==> src/hdl/svcb_pkg.sv <==
// Package for the SVCB RDATA validator: phase, error and key codes, the
// result record type and the per-key length check. No dependencies.
package svcb_pkg;

   localparam logic [7:0] MaxParamsReset = 8'd16;
   localparam int unsigned QueueDepth = 4;

   typedef enum logic [8:0] {
      PH_PRIO_HI  = 9'b000000001,
      PH_PRIO_LO  = 9'b000000010,
      PH_NAME_LEN = 9'b000000100,
      PH_LABEL    = 9'b000001000,
      PH_KEY_HI   = 9'b000010000,
      PH_KEY_LO   = 9'b000100000,
      PH_LEN_HI   = 9'b001000000,
      PH_LEN_LO   = 9'b010000000,
      PH_VALUE    = 9'b100000000
   } phase_type;

   typedef enum logic [2:0] {
      ERR_NONE      = 3'd0,
      ERR_TRUNCATED = 3'd1,
      ERR_BAD_NAME  = 3'd2,
      ERR_KEY_ORDER = 3'd3,
      ERR_TOO_MANY  = 3'd4,
      ERR_BAD_VALUE = 3'd5
   } err_type;

   localparam logic [15:0] KeyMandatory = 16'd0;
   localparam logic [15:0] KeyAlpn      = 16'd1;
   localparam logic [15:0] KeyNoDefAlpn = 16'd2;
   localparam logic [15:0] KeyPort      = 16'd3;
   localparam logic [15:0] KeyIpv4Hint  = 16'd4;
   localparam logic [15:0] KeyIpv6Hint  = 16'd6;

   typedef struct packed {
      logic        kind;
      logic        ok;
      err_type     err;
      logic [15:0] prio;
      logic [15:0] key;
      logic [15:0] offset;
      logic [15:0] length;
      logic [7:0]  count;
      logic [7:0]  tlen;
      logic        last;
   } result_type;

   function automatic logic length_ok(input logic [15:0] key, input logic [15:0] len);
      logic r;
      begin
         case (key)
            KeyMandatory: r = (len != 16'd0) && (len[0] == 1'b0);
            KeyAlpn:      r = (len != 16'd0);
            KeyNoDefAlpn: r = (len == 16'd0);
            KeyPort:      r = (len == 16'd2);
            KeyIpv4Hint:  r = (len != 16'd0) && (len[1:0] == 2'd0);
            KeyIpv6Hint:  r = (len != 16'd0) && (len[3:0] == 4'd0);
            default:      r = 1'b1;
         endcase
         return r;
      end
   endfunction

endpackage

==> src/hdl/svcb_rdata_validator_core.sv <==
// Top level of the SVCB RDATA validator: byte parser, checks and result queue.
// Depends on svcb_pkg.
//
//  channel | ports                                   | direction
//  req     | req_valid/ready, data_byte, last_byte    | in
//  rsp     | rsp_valid/ready, result fields           | out
//  csr     | csr_valid/ready, csr_wdata (max params)  | in
//
// One byte is parsed in the cycle it is accepted; its reports and verdict
// (at most two items) enter a four-entry result queue. req_ready is high
// while the queue has room for two items, so bytes flow and items leave one
// a cycle while the result side keeps up. Reset is synchronous and returns
// the parser to the priority field and max_parameters to 16.
module svcb_rdata_validator_core
   import svcb_pkg::*;
(
   input  logic        clock,
   input  logic        reset,
   input  logic        req_valid,
   output logic        req_ready,
   input  logic [7:0]  req_data_byte,
   input  logic        req_last_byte,
   output logic        rsp_valid,
   input  logic        rsp_ready,
   output logic        rsp_result_kind,
   output logic        rsp_record_ok,
   output logic [2:0]  rsp_error_code,
   output logic [15:0] rsp_priority_res,
   output logic [15:0] rsp_param_key,
   output logic [15:0] rsp_value_offset,
   output logic [15:0] rsp_value_length,
   output logic [7:0]  rsp_param_count,
   output logic [7:0]  rsp_target_length,
   output logic        rsp_last_result,
   input  logic        csr_valid,
   output logic        csr_ready,
   input  logic [7:0]  csr_wdata
);

   localparam int unsigned PtrW = $clog2(QueueDepth);

   logic [7:0]  max_params_ff;
   phase_type   phase_ff, phase_in;
   logic [15:0] prio_ff, prio_in, pos_ff, pos_in;
   logic [8:0]  name_len_ff, name_len_in;
   logic [5:0]  label_rem_ff, label_rem_in;
   logic [15:0] prev_key_ff, prev_key_in, cur_key_ff, cur_key_in;
   logic        first_key_ff, first_key_in;
   logic [15:0] cur_len_ff, cur_len_in, val_rem_ff, val_rem_in;
   logic [7:0]  count_ff, count_in;
   err_type     err_ff, err_in;
   logic [7:0]  alpn_rem_ff, alpn_rem_in;
   logic [15:0] mand_prev_ff, mand_prev_in;
   logic        mand_first_ff, mand_first_in;
   logic        vphase_ff, vphase_in;
   logic [7:0]  mand_hi_ff, mand_hi_in;

   logic        report, accept;
   result_type  rep_item, ver_item;

   result_type       queue_ff [QueueDepth];
   logic [PtrW-1:0]  wr_ptr_ff, rd_ptr_ff;
   logic [PtrW:0]    fill_ff;

   assign accept    = req_valid && req_ready;
   assign req_ready = (fill_ff <= (PtrW+1)'(QueueDepth - 2));
   assign csr_ready = 1'b1;

   always_comb begin
      logic [15:0] mkey;
      logic [15:0] klo;
      logic [15:0] llo;
      logic [15:0] vrem_m1;
      err_type     fin_err;
      phase_in      = phase_ff;
      prio_in       = prio_ff;
      name_len_in   = name_len_ff;
      label_rem_in  = label_rem_ff;
      prev_key_in   = prev_key_ff;
      first_key_in  = first_key_ff;
      cur_key_in    = cur_key_ff;
      cur_len_in    = cur_len_ff;
      val_rem_in    = val_rem_ff;
      count_in      = count_ff;
      err_in        = err_ff;
      alpn_rem_in   = alpn_rem_ff;
      mand_prev_in  = mand_prev_ff;
      mand_first_in = mand_first_ff;
      vphase_in     = vphase_ff;
      mand_hi_in    = mand_hi_ff;
      report        = 1'b0;
      pos_in        = pos_ff + 16'd1;
      mkey          = {mand_hi_ff, req_data_byte};
      klo           = {cur_key_ff[15:8], req_data_byte};
      llo           = {cur_len_ff[15:8], req_data_byte};
      vrem_m1       = val_rem_ff - 16'd1;

      if (err_ff == ERR_NONE) begin
         case (phase_ff)
            PH_PRIO_HI: begin
               prio_in  = {req_data_byte, 8'd0};
               phase_in = PH_PRIO_LO;
            end
            PH_PRIO_LO: begin
               prio_in  = {prio_ff[15:8], req_data_byte};
               phase_in = PH_NAME_LEN;
            end
            PH_NAME_LEN: begin
               name_len_in = name_len_ff + 9'd1;
               if (req_data_byte > 8'd63 || name_len_in > 9'd255) begin
                  err_in = ERR_BAD_NAME;
               end else if (req_data_byte == 8'd0) begin
                  phase_in = PH_KEY_HI;
               end else begin
                  label_rem_in = req_data_byte[5:0];
                  phase_in     = PH_LABEL;
               end
            end
            PH_LABEL: begin
               name_len_in = name_len_ff + 9'd1;
               if (name_len_in > 9'd255) begin
                  err_in = ERR_BAD_NAME;
               end else begin
                  label_rem_in = label_rem_ff - 6'd1;
                  if (label_rem_in == 6'd0) phase_in = PH_NAME_LEN;
               end
            end
            PH_KEY_HI: begin
               if (count_ff >= max_params_ff) begin
                  err_in = ERR_TOO_MANY;
               end else begin
                  cur_key_in = {req_data_byte, 8'd0};
                  phase_in   = PH_KEY_LO;
               end
            end
            PH_KEY_LO: begin
               cur_key_in = klo;
               if (!first_key_ff && klo <= prev_key_ff) err_in = ERR_KEY_ORDER;
               else phase_in = PH_LEN_HI;
            end
            PH_LEN_HI: begin
               cur_len_in = {req_data_byte, 8'd0};
               phase_in   = PH_LEN_LO;
            end
            PH_LEN_LO: begin
               cur_len_in = llo;
               if (!length_ok(cur_key_ff, llo)) begin
                  err_in = ERR_BAD_VALUE;
               end else if (llo == 16'd0) begin
                  report = 1'b1;
               end else begin
                  val_rem_in    = llo;
                  alpn_rem_in   = 8'd0;
                  mand_first_in = 1'b1;
                  mand_prev_in  = 16'd0;
                  vphase_in     = 1'b0;
                  phase_in      = PH_VALUE;
               end
            end
            PH_VALUE: begin
               if (cur_key_ff == KeyMandatory) begin
                  if (!vphase_ff) begin
                     mand_hi_in = req_data_byte;
                     vphase_in  = 1'b1;
                  end else begin
                     vphase_in = 1'b0;
                     if (mkey == 16'd0 || (!mand_first_ff && mkey <= mand_prev_ff))
                        err_in = ERR_BAD_VALUE;
                     mand_first_in = 1'b0;
                     mand_prev_in  = mkey;
                  end
               end else if (cur_key_ff == KeyAlpn) begin
                  if (alpn_rem_ff == 8'd0) begin
                     if (req_data_byte == 8'd0 || {8'd0, req_data_byte} > vrem_m1)
                        err_in = ERR_BAD_VALUE;
                     alpn_rem_in = req_data_byte;
                  end else begin
                     alpn_rem_in = alpn_rem_ff - 8'd1;
                  end
               end
               val_rem_in = vrem_m1;
               if (err_in == ERR_NONE && vrem_m1 == 16'd0) begin
                  if (cur_key_ff == KeyAlpn && alpn_rem_in != 8'd0) err_in = ERR_BAD_VALUE;
                  else report = 1'b1;
               end
            end
            default: err_in = ERR_TRUNCATED;
         endcase
      end

      if (report) begin
         count_in     = count_ff + 8'd1;
         prev_key_in  = cur_key_in;
         first_key_in = 1'b0;
         phase_in     = PH_KEY_HI;
      end

      rep_item.kind   = 1'b0;
      rep_item.ok     = 1'b0;
      rep_item.err    = ERR_NONE;
      rep_item.prio   = prio_in;
      rep_item.key    = cur_key_in;
      rep_item.offset = pos_ff + 16'd1 - cur_len_in;
      rep_item.length = cur_len_in;
      rep_item.count  = count_in;
      rep_item.tlen   = name_len_in[7:0];
      rep_item.last   = !req_last_byte;

      fin_err = err_in;
      if (fin_err == ERR_NONE && phase_in != PH_KEY_HI) fin_err = ERR_TRUNCATED;
      ver_item.kind   = 1'b1;
      ver_item.ok     = (fin_err == ERR_NONE);
      ver_item.err    = fin_err;
      ver_item.prio   = prio_in;
      ver_item.key    = 16'd0;
      ver_item.offset = 16'd0;
      ver_item.length = 16'd0;
      ver_item.count  = count_in;
      ver_item.tlen   = name_len_in[7:0];
      ver_item.last   = 1'b1;
   end

   always_ff @(posedge clock) begin
      if (reset) begin
         max_params_ff <= MaxParamsReset;
      end else if (csr_valid && csr_ready) begin
         max_params_ff <= csr_wdata;
      end
   end

   // Parser state; a last byte sends everything back to the start of a record.
   always_ff @(posedge clock) begin
      if (reset || (accept && req_last_byte)) begin
         phase_ff      <= PH_PRIO_HI;
         prio_ff       <= 16'd0;
         pos_ff        <= 16'd0;
         name_len_ff   <= 9'd0;
         label_rem_ff  <= 6'd0;
         prev_key_ff   <= 16'd0;
         first_key_ff  <= 1'b1;
         cur_key_ff    <= 16'd0;
         cur_len_ff    <= 16'd0;
         val_rem_ff    <= 16'd0;
         count_ff      <= 8'd0;
         err_ff        <= ERR_NONE;
         alpn_rem_ff   <= 8'd0;
         mand_prev_ff  <= 16'd0;
         mand_first_ff <= 1'b1;
         vphase_ff     <= 1'b0;
         mand_hi_ff    <= 8'd0;
      end else if (accept) begin
         phase_ff      <= phase_in;
         prio_ff       <= prio_in;
         pos_ff        <= pos_in;
         name_len_ff   <= name_len_in;
         label_rem_ff  <= label_rem_in;
         prev_key_ff   <= prev_key_in;
         first_key_ff  <= first_key_in;
         cur_key_ff    <= cur_key_in;
         cur_len_ff    <= cur_len_in;
         val_rem_ff    <= val_rem_in;
         count_ff      <= count_in;
         err_ff        <= err_in;
         alpn_rem_ff   <= alpn_rem_in;
         mand_prev_ff  <= mand_prev_in;
         mand_first_ff <= mand_first_in;
         vphase_ff     <= vphase_in;
         mand_hi_ff    <= mand_hi_in;
      end
   end

   logic           push_a, push_b, pop;
   logic [PtrW:0]  n_push;
   result_type     item_a, item_b;

   assign push_a = accept && (report || req_last_byte);
   assign push_b = accept && report && req_last_byte;
   assign item_a = report ? rep_item : ver_item;
   assign item_b = ver_item;
   assign n_push = (PtrW+1)'(push_a) + (PtrW+1)'(push_b);
   assign pop    = rsp_valid && rsp_ready;

   always_ff @(posedge clock) begin
      if (push_a) queue_ff[wr_ptr_ff] <= item_a;
      if (push_b) queue_ff[wr_ptr_ff + PtrW'(1)] <= item_b;
   end

   always_ff @(posedge clock) begin
      if (reset) begin
         wr_ptr_ff <= '0;
         rd_ptr_ff <= '0;
         fill_ff   <= '0;
      end else begin
         wr_ptr_ff <= wr_ptr_ff + n_push[PtrW-1:0];
         if (pop) rd_ptr_ff <= rd_ptr_ff + PtrW'(1);
         fill_ff <= fill_ff + n_push - (PtrW+1)'(pop);
      end
   end

   result_type head;
   assign head = queue_ff[rd_ptr_ff];

   assign rsp_valid         = (fill_ff != '0);
   assign rsp_result_kind   = head.kind;
   assign rsp_record_ok     = head.ok;
   assign rsp_error_code    = head.err;
   assign rsp_priority_res  = head.prio;
   assign rsp_param_key     = head.key;
   assign rsp_value_offset  = head.offset;
   assign rsp_value_length  = head.length;
   assign rsp_param_count   = head.count;
   assign rsp_target_length = head.tlen;
   assign rsp_last_result   = head.last;

endmodule
==> config.mk <==
export PLATFORM = sky130hd
export DESIGN_NAME = svcb_rdata_validator_core
export DESIGN_NICKNAME = d
export VERILOG_FILES = /design/src/hdl/svcb_pkg.sv /design/src/hdl/svcb_rdata_validator_core.sv
export SDC_FILE = /design/constraint.sdc
export NUM_CORES = 1
export LEC_CHECK = 0
export BUFFER_PORTS_ARGS = -buffer_cell sky130_fd_sc_hd__buf_2
export CORE_ASPECT_RATIO = 1.5
export CORE_UTILIZATION = 53
export DETAILED_ROUTE_END_ITERATION = 8
export PLACE_DENSITY = 0.72
export SYNTH_ARGS = -nofsm -noshare
export SYNTH_HDL_FRONTEND = slang
export SYNTH_SLANG_ARGS = --single-unit
==> constraint.sdc <==
create_clock -name clock -period 9.3 [get_ports clock]
set_input_delay 0 -clock clock [delete_from_list [all_inputs] [get_ports clock]]
set_output_delay 0 -clock clock [all_outputs]
set_load 0.02 [all_outputs]
======== After elaboration in Yosys (flattened, before gate mapping) ========
Memories as Yosys holds them, arrays and structs flattened. A register that Yosys moved wholly into a read port is not among the register bits.
Cells that the tools add are included.
storage, ports and cells
  word-level logic and storage cells ...... 202
  memory bits (writable) .................. 344
  register bits after elaboration ......... 181
  bits of input ports ..................... 22
  memories ................................ 1
  output and inout bits ................... 89
operators by class
  equality and inequality tests ........... 23
  $add $sub $neg .......................... 13
  bitwise operators ....................... 2
  reductions and logical operators ........ 49
  muxes and demuxes ....................... 85
  magnitude comparators ................... 7
memories
  memory    depth  bits a word  rd ports  clocked after Yosys merged registers in  write ports  RTL line                         RTL
  queue_ff  4      86           1         1                                        2            svcb_rdata_validator_core.sv:61  result_type queue_ff [QueueDepth];
operators by type and width
  cell                                                  number
  2-to-1 mux 16 bit                                     10
  one-hot mux 16 bit (2 select lines)                   5
  2-to-1 mux 86 bit                                     1
  2-to-1 mux 9 bit                                      9
  2-to-1 mux 8 bit                                      10
  one-hot mux 9 bit (8 select lines)                    1
  logical NOT 16 bit                                    4
  2-to-1 mux 3 bit                                      17
  equality test 16 x 2 -> 1 bit, second input constant  3
  equality test 16 x 3 -> 1 bit, second input constant  2
  <= comparator 16 bit                                  2
  one-hot mux 3 bit (7 select lines)                    1
  2-to-1 mux 1 bit                                      19
  2-to-1 mux 6 bit                                      3
  adder 16 x 1 -> 16 bit, second input constant         1
  equality test 16 x 1 -> 1 bit, second input constant  1
  > comparator 8 x 16 -> 1 bit                          1
  logical NOT 8 bit                                     2
  one-hot mux 8 bit (2 select lines)                    1
  nonzero test 16 bit                                   1
  subtractor 16 x 1 -> 16 bit, second input constant    1
  subtractor 16 bit                                     1
  logical AND 1 bit                                     14
  != test 2 bit, second input constant                  7
  other kinds (45)                                      62

======== Depth between registers and ports, before layout ========
Gate-level depths: netlist (run 1).
  depth in word-level cells ............... 20
  depth in mapped cells ................... 23
  depth with buffers taken out ............ 21

======== Least setup slack after synthesis (run 1) ========
OpenSTA, ideal clock, no wires.
  path type ............................... register -> register
  start point ............................. register alpn_rem_ff[0]
  end point ............................... memory queue_ff[2][10] (netlist bit), enable pin
  slack ................................... 4.599 ns
  arrival ................................. 4.310 ns
  cell stages (with the launch flop) ...... 14
  clock period less this slack ............ 4.701 ns
  cell sequence ........................... dfxtp_1 inv_1 ha_1 nor3b_1 mux2_2 and2_1 o41a_1 or4_4 a2111oi_4 o211a_1 nor2b_1 clkbuf_1 clkbuf_1 inv_1
RTL lines
  element                 RTL line                          RTL
  from (decl)             svcb_rdata_validator_core.sv:52   logic [7:0] alpn_rem_ff, alpn_rem_in;
  from (signal assigned)  svcb_rdata_validator_core.sv:264  alpn_rem_ff <= alpn_rem_in;
  to (decl)               svcb_rdata_validator_core.sv:61

==> impl_metrics.sql, run 1 <==
INSERT INTO impl_metrics (metric_group, metric, value, unit) VALUES
('status', 'outcome', 'completed', ''),
('global_routing', 'global_route_usage_over_all_layers', '28.5', '%'),
('clock_network', 'cts.path.max_buffers', '3', ''),
('synthesis', 'dominantRegCellSynth', 'dfxtp_1', ''),
('synthesis', 'post_synth_instance_area', '0.0252', 'mm²'),
('critical_path', 'arrival_time_of_data_at_the_critical_path_endpoint', '6.16', 'ns'),
('synthesis', 'synthDominantCellAreaShare', '30.4', '%'),
('synthesis', 'yosys_warnings', '0', ''),
('min_path', 'timing.hold.worst_endpoint', 'pos_ff[1]$_SDFFE_PP0P_', ''),
('critical_path', 'critical_path.most_common_cell', 'inv_1', ''),
('clock_network', 'cts_repair_resize_count', '0', ''),
('route', 'route.final.wire_length', '70.0', 'mm'),
('critical_path', 'worst-r2r-setup-slack', '3.36', 'ns'),
('synthesis', 'post_synth.cell_area_avg', '10.2', 'µm²'),
('placement', 'gp_routability_congestion', '0.928', ''),
('timing', 'fmaxAchievable', '0.168', 'GHz'),
('cells_and_area', 'n_fill_cell', '3893', ''),
('clock_network', 'cts.reportedPaths.clkPinSlew', '0.07', 'ns'),
('synthesis', 'flops_latches_synth', '527', ''),
('floorplanning', 'placementRows', '97', ''),
('global_routing', 'grt-ovfl-total', '0', ''),
('critical_path', 'worst_ep_required_time', '9.52', 'ns'),
('floorplanning', 'core_footprint', '0.0468', 'mm²'),
('timing', 'setup-violations-final', '0', ''),
('synthesis', 'syn_nets', '2584', ''),
('global_routing', 'largest_net_degree_at_the_start_of_global_routing', '110', ''),
('critical_path', 'crit_path_max_incr_delay', '0.94', 'ns'),
('global_routing', 'number_of_antenna_violations_at_the_first_check_in_global_routing', '0', ''),
('global_routing', 'wire_length_of_the_first_global_routing_pass', '110', 'mm'),
('critical_path', 'timing.critical_path.slowest_stage_cell', 'o311a_1', ''),
('power', 'irDropWorstVdd', '138', 'µV'),
('route', 'drc', '0', ''),
('cells_and_area', 'layout-drive-gt1-share', '13.8', '%'),
('critical_path', 'regToRegEndpoint', 'queue_ff[0][76]$_DFFE_PP_', ''),
('power', 'share_clk_of_total_power', '36.4', '%'),
('floorplanning', 'dieArea', '0.0485', 'mm²'),
('min_path', 'hold_start', 'req_valid', ''),
('critical_path', 'ff2ff_path_depth', '12', ''),
('timing', 'worst-slew-pin-transition', '1.28', 'ns'),
('timing', 'clock_skew', '0.0161', 'ns'),
('clock_network', 'cts_sinks', '527', ''),
('critical_path', 'reg2reg_launch_point', 'alpn_rem_ff[0]$_SDFFE_PP0P_', ''),
('timing', 'hold_violations', '0', ''),
('cells_and_area', 'post-route-util', '60.1', '%'),
('critical_path', 'worst-path-buf-inv', '3', ''),
('power', 'standby_leakage_power', '9.99', 'nW'),
('clock_network', 'tritoncts', 'done', ''),
('critical_path', 'crit_path_cell_trace', 'inv_1 -> ha_1 -> nor3b_1 -> mux2_2 -> and2_1 -> o41a_1 -> or4_4 -> a2111oi_4 -> o311a_1 -> a31oi_4 -> inv_1 -> buf_4', ''),
('critical_path', 'worstPathMaxFanout', '32', ''),
('cells_and_area', 'area_of_the_multi_input_gates', '0.0123', 'mm²'),
('power', 'switching_share', '29.6', '%'),
('global_routing', 'via_count_of_the_first_global_routing_pass', '19900', ''),
('timing', 'hold-worst-slack', '0.0972', 'ns'),
('timing', 'grt_setup_unrepaired', 'no', ''),
('synthesis', 'post_synth_main_area_contributors', 'dfxtp_1 (30%), edfxtp_1 (17%), mux4_2 (7.7%)', ''),
('clock_network', 'clk_latency', '0.58', 'ns'),
('critical_path', 'worst_setup_path_start_kind', 'flip-flop', ''),
('timing', 'fin_tns_setup', '0', 'ns'),
('route', 'post_drt_wl_per_cell', '22.1', 'µm'),
('route', 'drtIter0Drc', '1493', ''),
('cells_and_area', 'insertedDiodeCount', '0', ''),
('flow_run', 'max_cap_violations', '0', ''),
('route', 'post_drt_via_cell_ratio', '6.33', ''),
('timing', 'worst_slew_margin_rel', '14.9', '%'),
('placement', 'detailedPlacementHpwl', '45.8', 'mm'),
('route', 'detail-route-antenna-nets', '0', ''),
('synthesis', 'synth_cell_types', '79', ''),
('min_path', 'timing.hold.worst_path_depth', '5', ''),
('power', 'comb_power_share', '20.2', '%'),
('power', 'power_per_cell_area', '208', 'mW/mm²'),
('clock_network', 'root_buffer', 'clkbuf_16', '');
placed cells by master (no fill, tap or decap), drive strengths merged, types with 74 or more instances in the layout:
master / Yosys / final
ha: 78 / 78
nor2: 332 / 332
mux4: 86 / 86
edfxtp: 144 / 144
o2bb2ai: 108 / 108
buf: 42 / 139
nand2: 200 / 200
dfxtp: 383 / 383
inv: 73 / 74
a21oi: 122 / 122
a22o: 94 / 94
stage by stage:
| step | instance area, µm² | setup WS (ns) | cells |
|---|---|---|---|
| 2_1_floorplan | 25200 | 4.60 | 2482 |
| 5_1_grt | 28200 | 3.06 | 3165 |
| 3_3_place_gp | 26100 | 3.56 | 3044 |
| 4_1_cts | 28200 | 3.41 | 3165 |
| 6_report | 28200 | 3.36 | 3165 |
| 3_5_place_dp | 26100 | 3.44 | 3044 |
worst min-delay path, stage by stage:
cell and delay (ns):
buf_2 0.11, nand2_1 0.05, buf_4 0.28, nand2_1 0.12, a21oi_1 0.06
timing repair:
item	CTS	global route
buffers inserted	0	0
endpoints found under the hold margin	48	0
hold buffers	35	0
setup endpoints to repair	0	0
power by group through the flow:
stage,Clock (W),Sequential [W],Combinational [W]
after global placement,0,0.00259,0.00114
after detailed placement,0,0.00259,0.00116
final,0.00213,0.00254,0.00119
after global routing,0.00224,0.00256,0.00127
after CTS,0.00216,0.00254,0.00118
after floorplan,0,0.00252,0.000886
state kept, by name (all words and copies together), names as in the netlist, named ones only:
name           cells
alpn_rem_ff        8
fill_ff            3
prio_ff           16
err_ff             3
queue_ff         344
wr_ptr_ff          2
max_params_ff      8
prev_key_ff       16
val_rem_ff        16
mand_first_ff      1
pos_ff            16
phase_ff           9
rd_ptr_ff          2
mand_prev_ff      16
cur_len_ff        16
label_rem_ff       6
count_ff           8
first_key_ff       1
name_len_ff        9
vphase_ff          1
cur_key_ff        16
mand_hi_ff         8
synth_stat cells, types with 59 or more instances:
master,count
inv_1,73
nand2_1,200
nor2_1,331
a22o_1,94
edfxtp_1,144
o21ai_0,68
mux4_2,86
o2bb2ai_1,108
a21oi_1,122
clkbuf_1,129
nand3_1,59
ha_1,78
dfxtp_1,383
logic make-up (layout without fill, tap and decap cells):
logic type / count (synthesis) / after routing / share of synthesized area [%]
other cells: 1 / 1 / 0.0149
compound gates: 570 / 570 / 16.5
flops: 527 / 527 / 47.6
buf+inv: 244 / 333 / 3.87
mux: 136 / 136 / 9.67
xor+xnor: 86 / 86 / 2.99
fa+ha+maj: 80 / 80 / 4.03
simple gates: 838 / 838 / 15.4
worst max-delay path by stage:
stage | slack [ns] | end | depth (start not counted) | from
6_report | 3.36 | queue_ff[0][76]$_DFFE_PP_ | 12 | alpn_rem_ff[0]$_SDFFE_PP0P_
5_1_grt | 3.06 | queue_ff[0][76]$_DFFE_PP_ | 12 | alpn_rem_ff[0]$_SDFFE_PP0P_
4_1_cts | 3.41 | queue_ff[0][79]$_DFFE_PP_ | 12 | alpn_rem_ff[0]$_SDFFE_PP0P_
3_5_place_dp | 3.44 | queue_ff[0][78]$_DFFE_PP_ | 12 | alpn_rem_ff[0]$_SDFFE_PP0P_
3_3_place_gp | 3.56 | queue_ff[0][74]$_DFFE_PP_ | 12 | alpn_rem_ff[0]$_SDFFE_PP0P_
2_1_floorplan | 4.60 | queue_ff[2][10]$_DFFE_PP_ | 13 | alpn_rem_ff[0]$_SDFFE_PP0P_
layer usage:
metal / vias up / GRT usage (%) / wire length [µm]
met2: 691 / 50.6 / 35200
met1: 9909 / 35.1 / 28400
met5: - / 0 / 0
met4: 0 / 12.7 / 2950
li1: 9249 / - / -
met3: 182 / 2.78 / 3400
final cells by class:
cell class | instances | share of cell area (%)
Multi-Input combinational cell | 1711 | 43.8
Inverter | 73 | 0.972
Tap cell | 594 | 2.64
Clock inverter | 16 | 0.892
Timing Repair Buffer | 174 | 3.98
Clock buffer | 70 | 5.12
Sequential cell | 527 | 42.6
(Power assumes the default switching activity.)
==> inputs of run 2 (changes only) <==
Settings changed: PLACE_DENSITY 0.72 to 0.75.
Clock period 9.3 ns to 4.8 ns, I/O delays scaled along.
==> run 2 against run 1 <==
- design area is 1.5% higher
- critical endpoint is now fill_ff[2]$_SDFF_PP0_
- count of clock-buffer cells in the layout shrank 8
- register-to-register slack got worse by 3.2 ns
- power is 94% higher
- via count increased by 1.9%
- clock power rose by 91%
- utilization up 0.90 points
- largest power group unchanged
- sequential power up 94%
- combinational power up 97%
- non-clock buffer count grew 44
==> impl_metrics.sql, run 2 (synthesis gave the netlist of run 1 again) <==
INSERT INTO impl_metrics (metric_group, metric, value, unit) VALUES
('status', 'outcome', 'completed', ''),
('floorplanning', 'core_footprint', '0.0468', 'mm²'),
('power', 'irDropWorstVdd', '276', 'µV'),
('clock_network', 'cts.path.max_buffers', '3', ''),
('global_routing', 'wire_length_of_the_first_global_routing_pass', '112', 'mm'),
('timing', 'setup-violations-final', '0', ''),
('placement', 'detailedPlacementHpwl', '46.9', 'mm'),
('timing', 'clock_skew', '0.0254', 'ns'),
('timing', 'min_period', '4.60', 'ns'),
('cells_and_area', 'insertedDiodeCount', '0', ''),
('global_routing', 'largest_net_degree_at_the_start_of_global_routing', '105', ''),
('route', 'post_drt_wl_per_cell', '22.3', 'µm'),
('placement', 'port_buffers', '109', ''),
('clock_network', 'clk_latency', '0.59', 'ns'),
('cells_and_area', 'nets', '2682', ''),
('floorplanning', 'dieArea', '0.0485', 'mm²'),
('floorplanning', 'die_height', '269', 'µm'),
('power', 'comb_power_share', '20.6', '%'),
('route', 'drtIter0Drc', '1668', ''),
('critical_path', 'timing.critical_path.slowest_stage_cell', 'or4_4', ''),
('critical_path', 'worstPathMaxFanout', '7', ''),
('timing', 'slew_viol_final', '0', ''),
('clock_network', 'root_buffer', 'clkbuf_16', ''),
('cells_and_area', 'largest_register', 'queue_ff', ''),
('critical_path', 'worstSetupPathType', 'reg2reg', ''),
('critical_path', 'crit_family', 'compound AO/OA/AOI/OAI gates', ''),
('clock_network', 'cts.reportedPaths.clkPinSlew', '0.07', 'ns'),
('global_routing', 'number_of_antenna_violations_at_the_first_check_in_global_routing', '0', ''),
('power', 'power_per_cell_area', '397', 'mW/mm²'),
('clock_network', 'tritoncts', 'done', ''),
('route', 'route.final.wire_length', '71.6', 'mm'),
('global_routing', 'grt-ovfl-total', '0', ''),
('timing', 'worst_slew_margin_rel', '18.1', '%'),
('critical_path', 'crit_path_cell_trace', 'or4_4 -> o41ai_1 -> nor2_1 -> o41a_1 -> or4_4 -> a2111oi_4 -> o31ai_4 -> inv_1 -> ha_1 -> inv_1 -> ha_1 -> inv_1 -> ha_1 -> fa_1 -> xnor2_1 -> nor2_1', ''),
('power', 'share_clk_of_total_power', '35.9', '%'),
('placement', 'gp_routability_congestion', '0.969', ''),
('power', 'standby_leakage_power', '10.2', 'nW'),
('route', 'detail-route-antenna-nets', '0', ''),
('clock_network', 'cts_sinks', '527', ''),
('cells_and_area', 'syn2layout_area_growth', '13.4', '%'),
('route', 'drc', '0', ''),
('min_path', 'hold_class', 'in2reg', ''),
('critical_path', 'arrival_time_of_data_at_the_critical_path_endpoint', '5.07', 'ns'),
('flow_run', 'max_cap_violations', '0', ''),
('floorplanning', 'initial_utilization', '53.8', '%'),
('timing', 'worst-slew-pin-transition', '1.23', 'ns'),
('timing', 'fmaxAchievable', '0.217', 'GHz'),
('timing', 'grt_setup_unrepaired', 'no', ''),
('cells_and_area', 'n_fill_cell', '3824', ''),
('global_routing', 'via_count_of_the_first_global_routing_pass', '20400', ''),
('clock_network', 'numCtsBuffers', '49', ''),
('cells_and_area', 'post-route-util', '61.0', '%'),
('critical_path', 'worst-r2r-setup-slack', '0.20', 'ns'),
('timing', 'hold_violations', '0', ''),
('power', 'internal-power', '0.00795', 'W'),
('power', 'switching_share', '29.9', '%'),
('critical_path', 'worst_setup_path_start_kind', 'flip-flop', ''),
('timing', 'fin_tns_setup', '0', 'ns'),
('route', 'post_drt_via_cell_ratio', '6.36', ''),
('cells_and_area', 'layout.area.seq', '0.0120', 'mm²'),
('power', 'total_switching_power', '0.00339', 'W'),
('critical_path', 'crit_path_max_incr_delay', '0.58', 'ns'),
('cells_and_area', 'final_common_cell', 'dfxtp_1', ''),
('power', 'p_seq_share', '43.5', '%'),
('critical_path', 'critical_path_end_type', 'flip-flop', ''),
('global_routing', 'global_route_usage_over_all_layers', '29.0', '%'),
('floorplanning', 'placementRows', '97', ''),
('critical_path', 'worst_ep_required_time', '5.27', 'ns'),
('critical_path', 'worst-path-buf-inv', '3', ''),
('cells_and_area', 'max_ffs_per_register', '344', ''),
('timing', 'period_share', '95.9', '%'),
('cells_and_area', 'layout-drive-gt1-share', '15.5', '%'),
('route', 'routed-via-count', '20400', ''),
('clock_network', 'htreeDepth', '2', ''),
('route', 'detailedRoute.firstPassIterationCount', '5', ''),
('cells_and_area', 'area_of_the_multi_input_gates', '0.0124', 'mm²'),
('cells_and_area', 'most_used_cells_in_the_layout_excluding_fill_and_tap_cells', 'dfxtp_1 (381), nor2_1 (330), nand2_1 (199)', ''),
('floorplanning', 'floorplan.die.width', '180', 'µm'),
('floorplanning', 'design.portCount', '111', '');
run 2: tightest hold or removal path: stages:
cell,delay (ns)
buf_2,0.11
nand2_1,0.12
nor2_1,0.15
a21oi_1,0.17
nor2_1,0.04
run 2: layer usage:
layer	vias up	track usage [%]	wire (µm)
li1	9337	-	-
met1	10100	35.2	28100
met2	782	52.5	37100
met3	153	3.40	4170
met4	0	11.0	2240
met5	-	0	0
run 2: layout make-up:
class | instances | share of cell area, %
sequential | 527 | 42.0
tap | 594 | 2.60
clock inverter | 27 | 1.09
multi-input combinational | 1711 | 43.3
inverter | 73 | 0.958
timing repair buffer | 218 | 5.38
clock buffer | 62 | 4.71
run 2: worst paths after layout:
path | from | endpoint | depth (start not counted)
setup / recovery | alpn_rem_ff[3]$_SDFFE_PP0P_ | fill_ff[2]$_SDFF_PP0_ | 16
hold / removal | req_valid | err_ff[2]$_SDFFE_PP0P_ | 5
setup reg to reg | alpn_rem_ff[3]$_SDFFE_PP0P_ | fill_ff[2]$_SDFF_PP0_ | 16
hold reg to reg | queue_ff[2][85]$_SDFFE_PP1P_ | queue_ff[2][85]$_SDFFE_PP1P_ | 2
run 2: repair_timing:
| action | 4_1_cts | 5_1_grt |
|---|---|---|
| hold endpoints to repair | 38 | 0 |
| setup endpoints to repair | 0 | 18 |
| gates resized for setup | 0 | 9 |
| buffers inserted | 0 | 2 |
| hold buffers | 35 | 0 |
run 2: per-stage QoR:
stage	instance area, µm²	hold slack, ns	instances	total power, W	setup slack (ns)
2_1_floorplan	25200	0.130	2482	0.00659	0.0991
3_3_place_gp	26500	0.262	3086	0.00729	0.255
3_5_place_dp	26500	0.266	3086	0.00733	0.0543
4_1_cts	28500	0.0202	3210	0.0114	0.0599
5_1_grt	28600	0.0987	3212	0.0117	0.0206
6_report	28600	0.0596	3212	0.0113	0.197
run 2: power groups by stage:
stage | registers (W) | clock network, W | logic, W
global placement | 0.00503 | 0 | 0.00226
floorplan | 0.00488 | 0 | 0.00172
detailed placement | 0.00504 | 0 | 0.00229
finish | 0.00494 | 0.00407 | 0.00234
global route | 0.00496 | 0.00428 | 0.00249
CTS | 0.00494 | 0.00411 | 0.00232
